--- src/rtl/nsc_pkg.sv ---
// package for the nfa subset construction unit
// types, constants and state codes shared by the cell chain and the top level
package nsc_pkg;

    localparam int NFA_STATES_MAX = 16;
    localparam int SYMBOLS_MAX    = 4;
    localparam int DFA_STATES_MAX = 64;
    localparam int MASK_W         = 16;
    localparam int IDX_W          = 6;
    localparam int CNT_W          = 7;
    localparam int SYM_W          = 2;
    localparam int SRC_W          = 4;

    localparam logic [1:0] REG_NFA_STATES = 2'd0;
    localparam logic [1:0] REG_SYMBOLS    = 2'd1;
    localparam logic [1:0] REG_ACCEPT     = 2'd2;

    localparam logic CMD_LOAD = 1'b0;
    localparam logic CMD_RUN  = 1'b1;

    typedef enum logic [2:0] {
        ST_IDLE,
        ST_FETCH,
        ST_GATHER,
        ST_SEARCH,
        ST_EMIT_RD,
        ST_EMIT
    } t_state;

    // broadcast from sequencer into the cell chain
    typedef struct packed {
        logic              clear;
        logic              shift;
        logic [MASK_W-1:0] key;
    } t_chain_ctl;

endpackage

--- src/rtl/nsc_cell.sv ---
// one cell of the subset search chain
// holds one stored subset and compares it with the broadcast key; uses nsc_pkg
module nsc_cell (
    input  logic                       i_clk,
    input  logic                       i_rst_n,
    input  nsc_pkg::t_chain_ctl        i_ctl,
    input  logic                       i_valid,
    input  logic [nsc_pkg::MASK_W-1:0] i_mask,
    output logic                       o_valid,
    output logic [nsc_pkg::MASK_W-1:0] o_mask,
    output logic                       o_hit
);
    import nsc_pkg::*;

    logic              r_valid;
    logic [MASK_W-1:0] r_mask;

    always_ff @(posedge i_clk) begin
        if (!i_rst_n || i_ctl.clear) begin
            r_valid <= 1'b0;
        end else if (i_ctl.shift) begin
            r_valid <= i_valid;
        end
    end

    always_ff @(posedge i_clk) begin
        if (i_ctl.shift) begin
            r_mask <= i_mask;
        end
    end

    assign o_valid = r_valid;
    assign o_mask  = r_mask;
    assign o_hit   = r_valid && (r_mask == i_ctl.key);
endmodule

--- src/rtl/nsc_chain.sv ---
// row of search cells; new subsets shift in at the head
// match position gives index as count-1-position; uses nsc_pkg and nsc_cell
module nsc_chain #(
    parameter int DFA_MAX = nsc_pkg::DFA_STATES_MAX
) (
    input  logic                       i_clk,
    input  logic                       i_rst_n,
    input  nsc_pkg::t_chain_ctl        i_ctl,
    input  logic [nsc_pkg::MASK_W-1:0] i_new_mask,
    output logic                       o_hit,
    output logic [$clog2(DFA_MAX)-1:0] o_hit_pos
);
    import nsc_pkg::*;

    localparam int POS_W = $clog2(DFA_MAX);

    logic [DFA_MAX:0]  w_valid;
    logic [MASK_W-1:0] w_mask [DFA_MAX+1];
    logic [DFA_MAX-1:0] w_hit;

    assign w_valid[0] = 1'b1;
    assign w_mask[0]  = i_new_mask;

    for (genvar g = 0; g < DFA_MAX; g++) begin : g_cell
        nsc_cell u_cell (
            .i_clk   (i_clk),
            .i_rst_n (i_rst_n),
            .i_ctl   (i_ctl),
            .i_valid (w_valid[g]),
            .i_mask  (w_mask[g]),
            .o_valid (w_valid[g+1]),
            .o_mask  (w_mask[g+1]),
            .o_hit   (w_hit[g])
        );
    end

    // subsets are distinct, so at most one cell hits
    always_comb begin
        o_hit_pos = '0;
        for (int k = 0; k < DFA_MAX; k++) begin
            if (w_hit[k]) o_hit_pos |= POS_W'(k);
        end
        o_hit = |w_hit;
    end
endmodule

--- config.mk ---
export PLATFORM = sky130hd
export DESIGN_NAME = nsc_chain
export DESIGN_NICKNAME = d
export VERILOG_FILES = /design/src/rtl/nsc_pkg.sv /design/src/rtl/nsc_cell.sv /design/src/rtl/nsc_chain.sv
export SDC_FILE = /design/constraint.sdc
export NUM_CORES = 1
export LEC_CHECK = 0
export BUFFER_PORTS_ARGS = -buffer_cell sky130_fd_sc_hd__buf_2
export CORE_AREA = 2 2 386 197
export DETAILED_ROUTE_END_ITERATION = 10
export DIE_AREA = 0 0 388 199
export PLACE_DENSITY_LB_ADDON = 0.3
export SETUP_SLACK_MARGIN = 0.4
export SLEW_MARGIN = 25
export SYNTH_ARGS = -nofsm -noshare
export SYNTH_HDL_FRONTEND = slang
export SYNTH_SLANG_ARGS = --single-unit
--- constraint.sdc ---
create_clock -name i_clk -period 2.45 [get_ports i_clk]
set_clock_uncertainty 0.2 [all_clocks]
set_input_delay 0.1225 -clock i_clk [delete_from_list [all_inputs] [get_ports i_clk]]
set_output_delay 0.1225 -clock i_clk [all_outputs]
set_load 0.005 [all_outputs]
# Word-level counts from Yosys, hierarchy flattened
# Cells that the tools add are included.
[totals] regBits=1088 wordCells=451 in_bits=36 out_inout_bits=7
[classes] reduce_logical=68 eq_ne=64 mux=191
[op_table] cell="16-bit == test" count=64
[op_table] cell="6-bit two-way mux" count=32
[op_table] cell="1-bit two-way mux" count=129
[op_table] cell="5-bit two-way mux" count=16
[op_table] cell="1-bit logical AND" count=64
[op_table] cell="64-bit OR reduction" count=1
[op_table] cell="4-bit two-way mux" count=8
[op_table] cell="3-bit two-way mux" count=4
[op_table] cell="2-bit two-way mux" count=2
[op_table] cell="2-bit nonzero test" count=1
[op_table] cell="1-bit zero test" count=1
[op_table] cell="1-bit logical OR" count=1

# Longest topological paths before layout
[depth] word_depth=65 ltp_mapped=10 ltp_nobuf=7

# Hierarchy
# A second synthesis with hierarchy kept.
[hier_totals] cells_unflattened=2683 hier_area_um2=45118.3
[modules_own_cells] module="nsc_cell" cells_each=41 area_per_inst_um2=699.4 n_inst=64 seq_area_each_um2=500.5
[modules_own_cells] module="nsc_chain" cells_each=59 area_per_inst_um2=355.3 n_inst=1 seq_area_each_um2=0.0

# Worst setup path before layout
# No wires, ideal clock.
[synth_timing] path_kind="register to output" from="register g_cell[41].u_cell.r_mask[12]" to="output port o_hit_pos[0]" path_buffers=0 t_required_ns=2.128 setup_slack_ns=0.452 arrival_ns=1.676 stages_incl_launch_ff=7 cell_sequence="edfxtp_1 -> xor2_1 -> nor4_1 -> nand4_1 -> nor4_1 -> or4_1 -> or4_1"
[synth_between] elab_chain_cells=25
[synth_rtl] item="start, declared" line_no="nsc_cell.sv:16" text="logic [MASK_W-1:0] r_mask;"
[synth_rtl] item="start signal, assigned" line_no="nsc_cell.sv:28" text="r_mask <= i_mask;"
[synth_rtl] item="16-bit == test" line_no="nsc_cell.sv:34" text="assign o_hit = r_valid && (r_mask == i_ctl.key);"
[synth_rtl] item="1-bit logical AND" line_no="nsc_cell.sv:34"
[synth_rtl] item="6-bit two-way mux (23 in series)" line_no="nsc_chain.sv:41" text="if (w_hit[k]) o_hit_pos |= POS_W'(k);"
[synth_rtl] item="end, declared" line_no="nsc_chain.sv:11" text="output logic [$clog2(DFA_MAX)-1:0] o_hit_pos"
# No other way between the ends.

# Worst setup path after layout
[layout_timing] from="register g_cell[21].u_cell.r_mask[9]" to="output port o_hit_pos[4]"
[layout_between] elab_chain_cells=45
[layout_rtl] item="start, declared" line_no="nsc_cell.sv:16"
[layout_rtl] item="start signal, assigned" line_no="nsc_cell.sv:28"
[layout_rtl] item="16-bit == test" line_no="nsc_cell.sv:34"
[layout_rtl] item="1-bit logical AND" line_no="nsc_cell.sv:34"
[layout_rtl] item="5-bit two-way mux (11 in series)" line_no="nsc_chain.sv:41"
[layout_rtl] item="6-bit two-way mux (32 in series)" line_no="nsc_chain.sv:41"
# No other way between the ends.

==> impl_metrics.csv <==
group,metric,value,unit
run_status,status,"finished, violations left",
run_status,failed_checks,"negative setup slack",
setup_path,start_kind,"register",
synth,yosysSeqAreaShare,69.6,%
timing,rsz0062_at_grt,"true",
timing,period_needed,3420,ps
final_layout,final_common_cell,"edfxtp_1",
final_layout,area_growth,21.2,%
drt,ant_nets,0,
final_layout,multi_input_area,13200,sq um
setup_path,max_stage_delay,460,ps
final_layout,drive_gt1_share,24.8,%
floorplanning,num_rows,71,
final_layout,num-fill-cells,4283,
synth,ys_types,36,
placed_design,gp_congestion,0.953,
drt,first_iter_violations,3968,
clock_network,cts_tree,"yes",
timing,finalHoldViolCount,0,
timing,setup_ws,-969,ps
run,maxCapViolations,0,
floorplanning,coreArea,74100,sq um
final_layout,final_core_utilization,75.3,%
setup_path,rr_endpoint,"g_cell[28].u_cell.o_mask[8]",
drt,wl,119,mm
synth,netlist_instances,2827,
floorplanning,floorplan.die_area,77200,sq um
final_layout,final_cell_mix,"edfxtp_1, xor2_1, buf_4, xnor2_1, nor4_1",
timing,setup_viol_count_final,7,
min_path,hold_path_depth,2,
placed_design,portBuffers,42,
global_routing,grt_max_degree,85,
min_path,hold_start,"i_new_mask[9]",
drt,drc,0,
min_path,whs_endpoint,"g_cell[0].u_cell.o_mask[9]",
power_and_ir_drop,p_per_area,730,nW/um^2
floorplanning,io_pins,43,
setup_path,critPathSlowestCell,"or3_4",
power_and_ir_drop,total_power,0.0407,W
global_routing,grt_usage,31.2,%
timing,max_slew_margin,55.3,%
clock_network,root_buffer,"clkbuf_16",
synth,synth_seq_cells,1088,
timing,min_period_over_period,140,%
final_layout,seq_area,32000,sq um
setup_path,reg2reg_slack,1180,ps
clock_network,clk_latency,700,ps
power_and_ir_drop,ir_worst_vdd,0.481,mV
global_routing,grt_first_pass_wirelength,176,mm
timing,slew_viol_final,0,
synth,netlist_area,46100,sq um
clock_network,cts_buffers,92,
final_layout,nets,3550,
clock_network,clk_pin_slew,60,ps
setup_path,crit_fanout,2,
setup_path,crit_chain,"xor2_2 -> nor3_2 -> nand4_1 -> o22ai_2 -> a311oi_2 -> buf_4 -> nand4_1 -> or3_4 -> buf_6",
setup_path,worstPathRequired,2130,ps
drt,num_vias,27300,
drt,viasPerCell,5.97,
timing,setup_tns,-6360,ps
drt,dr.pass1.iters,5,
synth,synthesis.area_per_instance,16.3,sq um
placed_design,dp_hpwl,82.4,mm
floorplanning,die_w,388,microns
setup_path,ff2ff_path_depth,2,
global_routing,grt_pass1_vias,27100,
synth,synth_nets,2863,
floorplanning,initial_utilization,62.2,%
synth,ys.warnings.count,0,
setup_path,path_class,"reg2out",
placed_design,dp_slack,-915,ps
timing,max_freq,293,MHz
clock_network,cts.sinks,1088,
clock_network,h-tree-depth,3,
power_and_ir_drop,p_leak,20.2,nW
setup_path,worstPathArrival,3100,ps
final_layout,antenna_cells,0,
drt,wl_per_cell,26.1,microns
setup_path,r2r-start,"g_cell[27].u_cell.o_mask[8]",
global_routing,grt-ovfl-total,0,
global_routing,antenna_found_initial,0,
timing,worst_pin_slew,664,ps
min_path,hp-class,"in2reg",
floorplanning,die_y,199,microns
setup_path,crit_top_cell,"nand4_1",
setup_path,cp-end-kind,"output pin",
clock_network,cts_buffer_depth,3,
-- synth_stat cells --
| cell | number | area, sq um |
|---|---|---|
| and2_0 | 1 | 6.26 |
| nand4_2 | 2 | 25.0 |
| and3_1 | 1 | 6.26 |
| a311o_1 | 1 | 10.0 |
| nor4_2 | 2 | 25.0 |
| nand2_1 | 53 | 199 |
| buf_6 | 64 | 721 |
| nor4_1 | 164 | 1030 |
| nand4b_1 | 1 | 8.76 |
| a311oi_1 | 3 | 26.3 |
| buf_1 | 4 | 15.0 |
| xnor2_1 | 366 | 3210 |
| o22ai_1 | 29 | 181 |
| xor2_1 | 658 | 5760 |
| or3_1 | 4 | 25.0 |
| buf_12 | 15 | 300 |
| a32o_1 | 4 | 40.0 |
| nand4_1 | 109 | 682 |
| o22ai_2 | 1 | 12.5 |
| buf_4 | 15 | 113 |
| dfxtp_1 | 64 | 1280 |
| clkbuf_1 | 10 | 37.5 |
| or4_1 | 3 | 22.5 |
| nor3_1 | 43 | 215 |
| mux2i_1 | 63 | 631 |
| and4_1 | 1 | 8.76 |
| a32oi_1 | 2 | 17.5 |
| a31oi_1 | 1 | 6.26 |
| and2_1 | 5 | 31.3 |
| nand3_1 | 19 | 95.1 |
| nor2_1 | 74 | 278 |
| nand2b_1 | 1 | 6.26 |
| buf_8 | 18 | 270 |
| edfxtp_1 | 1024 | 30700 |
| nor4b_1 | 1 | 8.76 |
| inv_1 | 1 | 3.75 |
-- flip-flops by register name (all words and copies together) (netlist names) --
name / flops
g_cell.u_cell.o_valid: 64
g_cell.u_cell.o_mask: 1024
-- worst max path at each step --
| stage | from | end | slack, ps | cells after the start |
|---|---|---|---|---|
| after floorplan | g_cell[41].u_cell.o_mask[12] | o_hit_pos[0] | 450 | 6 |
| after global placement | i_ctl[9] | o_hit | -960 | 11 |
| after detailed placement | i_ctl[9] | o_hit | -910 | 11 |
| after CTS | g_cell[21].u_cell.o_mask[9] | o_hit | -970 | 9 |
| after global routing | g_cell[38].u_cell.o_mask[1] | o_hit | -1040 | 9 |
| final | g_cell[21].u_cell.o_mask[9] | o_hit_pos[4] | -970 | 9 |
-- logic make-up after synthesis --
logic type      count (synthesis)  synth area share (%)
compound gates                 41                 0.638
buf+inv                       127                  3.17
xor+xnor                     1024                  19.5
simple gates                  484                  5.80
flops                        1088                  69.6
mux                            63                  1.37
-- worst max-delay path, delay by kind of cell, from the launching register on --
family / cells / cell delay (ps)
AOI/OAI and AO/OA: 2 / 400
xor gates and xnor gates: 1 / 320
buffers and inverters: 2 / 300
DFF: 1 / 430
and+or+nand+nor: 4 / 960
-- timing repair --
item	4_1_cts	5_1_grt
hold buffers	34	0
pin swaps	29	13
buffers inserted	8	3
gates resized for setup	69	28
endpoints found under the setup margin	7	7
endpoints found under the hold margin	568	0
-- metrics by stage --
step                      cell area (sq um)  hold slack (ps)  instances
final                                 55800             45.7       4573
after global routing                  55800             40.5       4573
after CTS                             55600             12.3       4570
after detailed placement              51800              101       4360
after global placement                51800              100       4360
after floorplan                       46100             21.4       2827
-- area by class of cell --
cell class	count	area share (%)
flip-flops and latches	1088	57.4
multi-input cells	1612	23.6
repair buffers	719	11.6
clock buffers	128	4.56
well taps	985	2.21
clock inverters	40	0.673
inverters	1	0.00673
-- metal layers --
layer	GRT usage (%)	vias up	part of all wire (%)
met4	6.33	0	1.7
li1	-	11700	-
met5	0	-	0
met3	7.92	161	13
met1	50.7	13700	45
met2	42.3	1765	41
-- where the power goes --
| group | total (W) | internal [W] | switching, W | leakage, nW |
|---|---|---|---|---|
| combinational | 0.00381 | 0.00176 | 0.00204 | 8.26 |
| sequential | 0.0223 | 0.0215 | 0.000795 | 10.5 |
| clock | 0.0146 | 0.00791 | 0.00671 | 1.41 |
| total | 0.0407 | 0.0312 | 0.00955 | 20.2 |
(Power assumes the default switching activity.)
